===== src/rtl/fms_pkg.sv =====
// Shared constants and types for the frame median selector.
package fms_pkg;

    localparam int MAX_SAMPLES = 32;
    localparam int SAMPLE_W    = 16;
    localparam int CNT_W       = $clog2(MAX_SAMPLES + 1);
    localparam int FCOUNT_W    = 6;

    typedef logic [SAMPLE_W-1:0] sample_t;
    typedef logic [CNT_W-1:0]    count_t;

    // control broadcast from the sequencer to every cell
    typedef struct packed {
        logic insert;
        logic drain;
    } cell_ctrl_t;

endpackage


===== src/rtl/fms_cell.sv =====
// One storage cell of the sorted insertion chain.
module fms_cell (
    input  logic                clk,
    input  fms_pkg::cell_ctrl_t ctrl,
    input  fms_pkg::sample_t    sample,
    input  logic                occupied,
    input  logic                left_gt,
    input  fms_pkg::sample_t    left_value,
    input  fms_pkg::sample_t    right_value,
    output logic                gt,
    output fms_pkg::sample_t    value
);

    fms_pkg::sample_t value_reg;
    fms_pkg::sample_t value_next;

    // an empty cell acts as +infinity, so the new word lands after equal ones
    assign gt    = !occupied || (value_reg > sample);
    assign value = value_reg;

    always_comb
    begin
        value_next = value_reg;
        if (ctrl.insert)
        begin
            if (left_gt)
            begin
                value_next = left_value;
            end
            else if (gt)
            begin
                value_next = sample;
            end
        end
        else if (ctrl.drain)
        begin
            value_next = right_value;
        end
    end

    always_ff @(posedge clk)
    begin
        value_reg <= value_next;
    end

endmodule


===== src/rtl/frame_median_select.sv =====
// Frame median selector: sorted insertion chain with a drain-and-read sequencer.
//
// Input channel (in_valid / in_stall, sample, last_sample): one 16-bit word per
// accepted cycle. Each word is inserted into a row of MAX_SAMPLES cells kept in
// ascending order, one word per cycle, with no gaps while a frame is filling.
// Words arriving with the row already full are dropped and flagged as overflow.
// The word with last_sample set closes the frame.
//
// After the closing word the chain shifts toward cell 0 until the middle pair
// sits in cells 0 and 1, then the result is formed once the output register
// is free. Input stalls during that time; every other word is taken without
// a stall.
//
// Output channel (out_valid / out_stall, median, frame_count, overflow) is a
// register. A stalled result holds; new frame words are still taken meanwhile,
// and only the next frame end waits for the output register to free up.
//
// Reset clears the count, the overflow flag, the sequencer and out_valid.
module frame_median_select (
    input  logic                          clk,
    input  logic                          rst_n,
    input  logic                          in_valid,
    output logic                          in_stall,
    input  logic [15:0]                   sample,
    input  logic                          last_sample,
    output logic                          out_valid,
    input  logic                          out_stall,
    output logic [15:0]                   median,
    output logic [fms_pkg::FCOUNT_W-1:0]  frame_count,
    output logic                          overflow
);

    typedef enum logic {
        ST_IDLE,
        ST_DRAIN
    } state_t;

    state_t                 state_reg, state_next;
    fms_pkg::count_t        count_reg, count_next;
    fms_pkg::count_t        steps_reg, steps_next;
    logic                   dropped_reg, dropped_next;
    logic                   out_valid_reg, out_valid_next;
    fms_pkg::sample_t       median_reg, median_next;
    fms_pkg::count_t        fcount_reg, fcount_next;
    logic                   ovf_reg, ovf_next;

    fms_pkg::cell_ctrl_t    ctrl;
    logic                   accept;
    logic                   has_room;
    logic                   out_free;
    fms_pkg::count_t        count_after;
    logic [fms_pkg::SAMPLE_W:0] pair_sum;

    fms_pkg::sample_t       cell_value [fms_pkg::MAX_SAMPLES];
    logic                   cell_gt    [fms_pkg::MAX_SAMPLES];
    logic                   cell_occ   [fms_pkg::MAX_SAMPLES];

    assign accept   = in_valid && (state_reg == ST_IDLE);
    assign has_room = count_reg < fms_pkg::count_t'(fms_pkg::MAX_SAMPLES);
    assign out_free = !out_valid_reg || !out_stall;

    assign ctrl.insert = accept && has_room;
    assign ctrl.drain  = (state_reg == ST_DRAIN) && (steps_reg != '0);

    assign count_after = has_room ? count_reg + fms_pkg::count_t'(1) : count_reg;
    assign pair_sum    = {1'b0, cell_value[0]} + {1'b0, cell_value[1]};

    genvar i;
    generate
        for (i = 0; i < fms_pkg::MAX_SAMPLES; i++)
        begin : g_cell
            fms_pkg::sample_t left_v;
            fms_pkg::sample_t right_v;
            logic             left_g;

            assign cell_occ[i] = fms_pkg::count_t'(i) < count_reg;

            if (i == 0)
            begin : g_first
                assign left_v = sample;
                assign left_g = 1'b0;
            end
            else
            begin : g_mid
                assign left_v = cell_value[i-1];
                assign left_g = cell_gt[i-1];
            end

            if (i == fms_pkg::MAX_SAMPLES - 1)
            begin : g_end
                assign right_v = cell_value[i];
            end
            else
            begin : g_inner
                assign right_v = cell_value[i+1];
            end

            fms_cell u_cell (
                .clk         (clk),
                .ctrl        (ctrl),
                .sample      (sample),
                .occupied    (cell_occ[i]),
                .left_gt     (left_g),
                .left_value  (left_v),
                .right_value (right_v),
                .gt          (cell_gt[i]),
                .value       (cell_value[i])
            );
        end
    endgenerate

    always_comb
    begin
        state_next     = state_reg;
        count_next     = count_reg;
        steps_next     = steps_reg;
        dropped_next   = dropped_reg;
        out_valid_next = out_valid_reg;
        median_next    = median_reg;
        fcount_next    = fcount_reg;
        ovf_next       = ovf_reg;

        if (out_valid_reg && !out_stall)
        begin
            out_valid_next = 1'b0;
        end

        unique case (state_reg)
            ST_IDLE:
            begin
                if (accept)
                begin
                    count_next = count_after;
                    if (!has_room)
                    begin
                        dropped_next = 1'b1;
                    end
                    if (last_sample)
                    begin
                        // shifts needed to bring the middle pair to cells 0 and 1
                        steps_next = (count_after - fms_pkg::count_t'(1)) >> 1;
                        state_next = ST_DRAIN;
                    end
                end
            end
            ST_DRAIN:
            begin
                if (steps_reg != '0)
                begin
                    steps_next = steps_reg - fms_pkg::count_t'(1);
                end
                else if (out_free)
                begin
                    median_next    = count_reg[0] ? cell_value[0] : pair_sum[fms_pkg::SAMPLE_W:1];
                    fcount_next    = count_reg;
                    ovf_next       = dropped_reg;
                    out_valid_next = 1'b1;
                    count_next     = '0;
                    dropped_next   = 1'b0;
                    state_next     = ST_IDLE;
                end
            end
            default:
            begin
                state_next = ST_IDLE;
            end
        endcase
    end

    always_ff @(posedge clk or negedge rst_n)
    begin
        if (!rst_n)
        begin
            state_reg     <= ST_IDLE;
            count_reg     <= '0;
            steps_reg     <= '0;
            dropped_reg   <= 1'b0;
            out_valid_reg <= 1'b0;
            median_reg    <= '0;
            fcount_reg    <= '0;
            ovf_reg       <= 1'b0;
        end
        else
        begin
            state_reg     <= state_next;
            count_reg     <= count_next;
            steps_reg     <= steps_next;
            dropped_reg   <= dropped_next;
            out_valid_reg <= out_valid_next;
            median_reg    <= median_next;
            fcount_reg    <= fcount_next;
            ovf_reg       <= ovf_next;
        end
    end

    assign in_stall    = (state_reg != ST_IDLE);
    assign out_valid   = out_valid_reg;
    assign median      = median_reg;
    assign frame_count = fms_pkg::FCOUNT_W'(fcount_reg);
    assign overflow    = ovf_reg;

endmodule


===== config.mk =====
export PLATFORM = sky130hd
export DESIGN_NAME = frame_median_select
export DESIGN_NICKNAME = d
export VERILOG_FILES = /design/src/rtl/fms_pkg.sv /design/src/rtl/fms_cell.sv /design/src/rtl/frame_median_select.sv
export SDC_FILE = /design/constraint.sdc
export NUM_CORES = 2
export LEC_CHECK = 0
export ABC_AREA = 0
export BUFFER_PORTS_ARGS = -buffer_cell sky130_fd_sc_hd__buf_2
export CAP_MARGIN = 20
export CORE_ASPECT_RATIO = 2
export CORE_UTILIZATION = 60
export DETAILED_ROUTE_END_ITERATION = 8
export PLACE_DENSITY = 0.73
export SETUP_SLACK_MARGIN = 0.3
export SYNTH_ARGS = -nofsm -noshare
export SYNTH_HDL_FRONTEND = slang
export SYNTH_HIERARCHICAL = 1
export SYNTH_SLANG_ARGS = --single-unit

===== constraint.sdc =====
create_clock -name clk -period 4.35 [get_ports clk]
set_input_delay 0.435 -clock clk [delete_from_list [all_inputs] [get_ports clk]]
set_output_delay 0.435 -clock clk [all_outputs]
set_load 0.02 [all_outputs]

==> results.md <==
- Layout cells sized above 1: 0.0814
- Final cell count without fillers: 5458
- Critical setup path kind: in2reg
- Cell Area, Placed: 0.0444 sq mm
- Required time worst endpoint: 4.62 ns
- GPL Wtd Cong: ~0.94
- Reg2reg start: steps_reg[0]
- Met3 wire length: 6700 um
- Dpl cells: 5356
- Critical Path Source Type: primary input
- Max Clk Rate: 288 MHz
- Critical Path Sink: g_cell[2].u_cell/value[2]
- Met2 Wirelength: approximately 69000 um
- Setup slack, reg-to-reg: 0.94 ns
- Number of global-route vias before repair: between 30000 and 40000
- Syn_nets: between 5000 and 6000
- Vias: 34900
- Max FFs per register: about 500
- Number of max-cap violations: 0
- Unrepaired setup endpoints after global routing: no
- Row count: roughly 140
- Reg-to-Reg End: g_cell[30].u_cell/value[8]
- # DRC: 0
- P per Cell Area: 829 mW/mm^2
- Reg clk slew, reported paths: approximately 0.070 ns
- Final wirelength: about 130000 um
- First drt pass iteration count: 6
- Drt wl/cell: between 20 and 25 um
- 1st-iter DRT viols: around 2400
- Layout area overhead: 8.53%
- Fillers: 5842
- Post-DP HPWL: ~100000 um
- Tcrit/Tclk final: 0.797
- Initial antenna violation count: 0
- Critical path startpoint: sample[15]
- Cts repair resizes: 0
- Die area: 0.0721 sq mm
- Crit path max fanout: 16
- Final ANT Viol Nets: 0
- Root buf cell: clkbuf_16
- Worst hold path type: in2reg
- Longest Clk Path Bufs: 3
- Critical Path Sink Type: flop
- Ports: between 40 and 50
- Setup TNS Final: 0 ns
- Gr usage total: 0.370
- PortBufs: between 40 and 50
- Antenna cells: 0
- Hold_sp: out_stall
- Max H-tree Level: 2
- Syn Area/Cell: around 9.5 sq um
- Chip Height: about 380 um
- Slew headroom: 0.356
- Layout Skew: around 0.021 ns
- Tmin final: between 3 and 4 ns
- Hold slack final: around 0.073 ns
- Fin worst setup slack: between 0.8 and 0.9 ns
- Sink Count: between 500 and 600
- Least-Margin Pin Slew: 0.964 ns
- Netlist Area Pre-Place: between 0.04 and 0.05 sq mm
- Post-synthesis cell count: between 4000 and 5000
- Final setup viols: 0
- Via-to-Cell Ratio: 6.39
- WL met1: approximately 43000 um
- Core footprint: roughly 0.07 sq mm
- Max-slew violation count: 0
- Outcome: completed
- CTS tree: yes
- Initial core utilization: 0.609
- Worst-skew pair later-pin latency: 0.65 ns
- Reg2Reg Depth: 8
- Pre-CTS setup slack: approximately 0.28 ns
- Largest vdd supply drop: 0.495 mV
- NumNets Final: around 5000
- Leakage Power: ~23 nW
- Max layer used: met4
- Die width: 190 um
- CTS buffer count: 53
- Arr. time, crit path: ~3.7 ns
- First-pass GRT wire length: between 200000 and 250000 um
- Synthesis warning total: 6
- Largest net degree at the start of global routing: 179
- Hold violation count in the final report: 0
- Congestion Overflow GR: 0
- Final instance area: between 0.04 and 0.05 sq mm
## metal layers
layer | vias to the layer above | GRT usage
met3 | 696 | 0.0539
met2 | 1311 | 0.677
met1 | 16700 | 0.345
met5 | - | 0
li1 | 16100 | -
met4 | 0 | 0.355
## stage by stage
| step | power [W] | utilization |
|---|---|---|
| after floorplan | 0.0263 | - |
| after global placement | 0.0324 | 0.635 |
| after detailed placement | 0.0330 | 0.635 |
| after CTS | 0.0379 | 0.660 |
| after global routing | 0.0406 | 0.661 |
| final | 0.0383 | 0.661 |
## cell usage in the layout, fill, tap and decap left out, drive strengths merged, types with 34 or more instances in the layout
master / instances
nor2b: 34
dfrtp: 38
clkbuf: 73
nor2: 534
buf: 185
nand4: 98
inv: 526
nor3: 38
o21a: 66
ha: 533
a21oi: 765
nand2b: 37
nand2: 213
edfxtp: 512
mux2i: 520
o21ai: 67
## where the power goes
group	switching (W)	internal, W	leakage (nW)	total [W]
clock	0.00219	0.00269	0.863	0.00488
combinational	0.0116	0.00758	16.4	0.0192
sequential	0.00378	0.0104	5.68	0.0142
total	0.0176	0.0207	23.0	0.0383
## worst max-delay path, stage by stage
cell      delay (ns)
buf_2           0.40
buf_12          0.24
buf_4           0.15
inv_1           0.04
ha_1            0.32
nand4_2         0.15
nor4_2          0.46
a21boi_2        0.31
o31a_1          0.22
nand2b_1        0.17
o32a_1          0.81
## repair_timing
| item | in CTS | in global routing |
|---|---|---|
| endpoints found under the hold margin | 22 | 0 |
| buffers inserted | 0 | 0 |
| hold buffers | 2 | 0 |
| setup endpoints to repair | 0 | 0 |
## worst min path at each step
| stage | end | slack, ns | depth (start not counted) |
|---|---|---|---|
| 6_report | out_valid | 0.07 | 3 |
| 5_1_grt | in_stall | 0.07 | 2 |
| 4_1_cts | out_valid | 0.05 | 3 |
| 3_5_place_dp | overflow | 0.47 | 2 |
| 3_3_place_gp | frame_count[2] | 0.46 | 2 |
| 2_1_floorplan | count_reg[0] | 0.14 | 0 |
## cell type report
type / instances / area [sq um] / share of cell area
Clock buffer: 73 / 1490 / 0.0323
Sequential cell: 550 / 16300 / 0.353
Tap cell: 903 / 1130 / 0.0245
Timing Repair Buffer: 187 / 1620 / 0.0350
Clock inverter: 26 / 256 / 0.00555
Inverter: 526 / 1970 / 0.0427
Multi-Input combinational cell: 3193 / 23400 / 0.506
No activity file was read; power rests on OpenSTA's default activity.
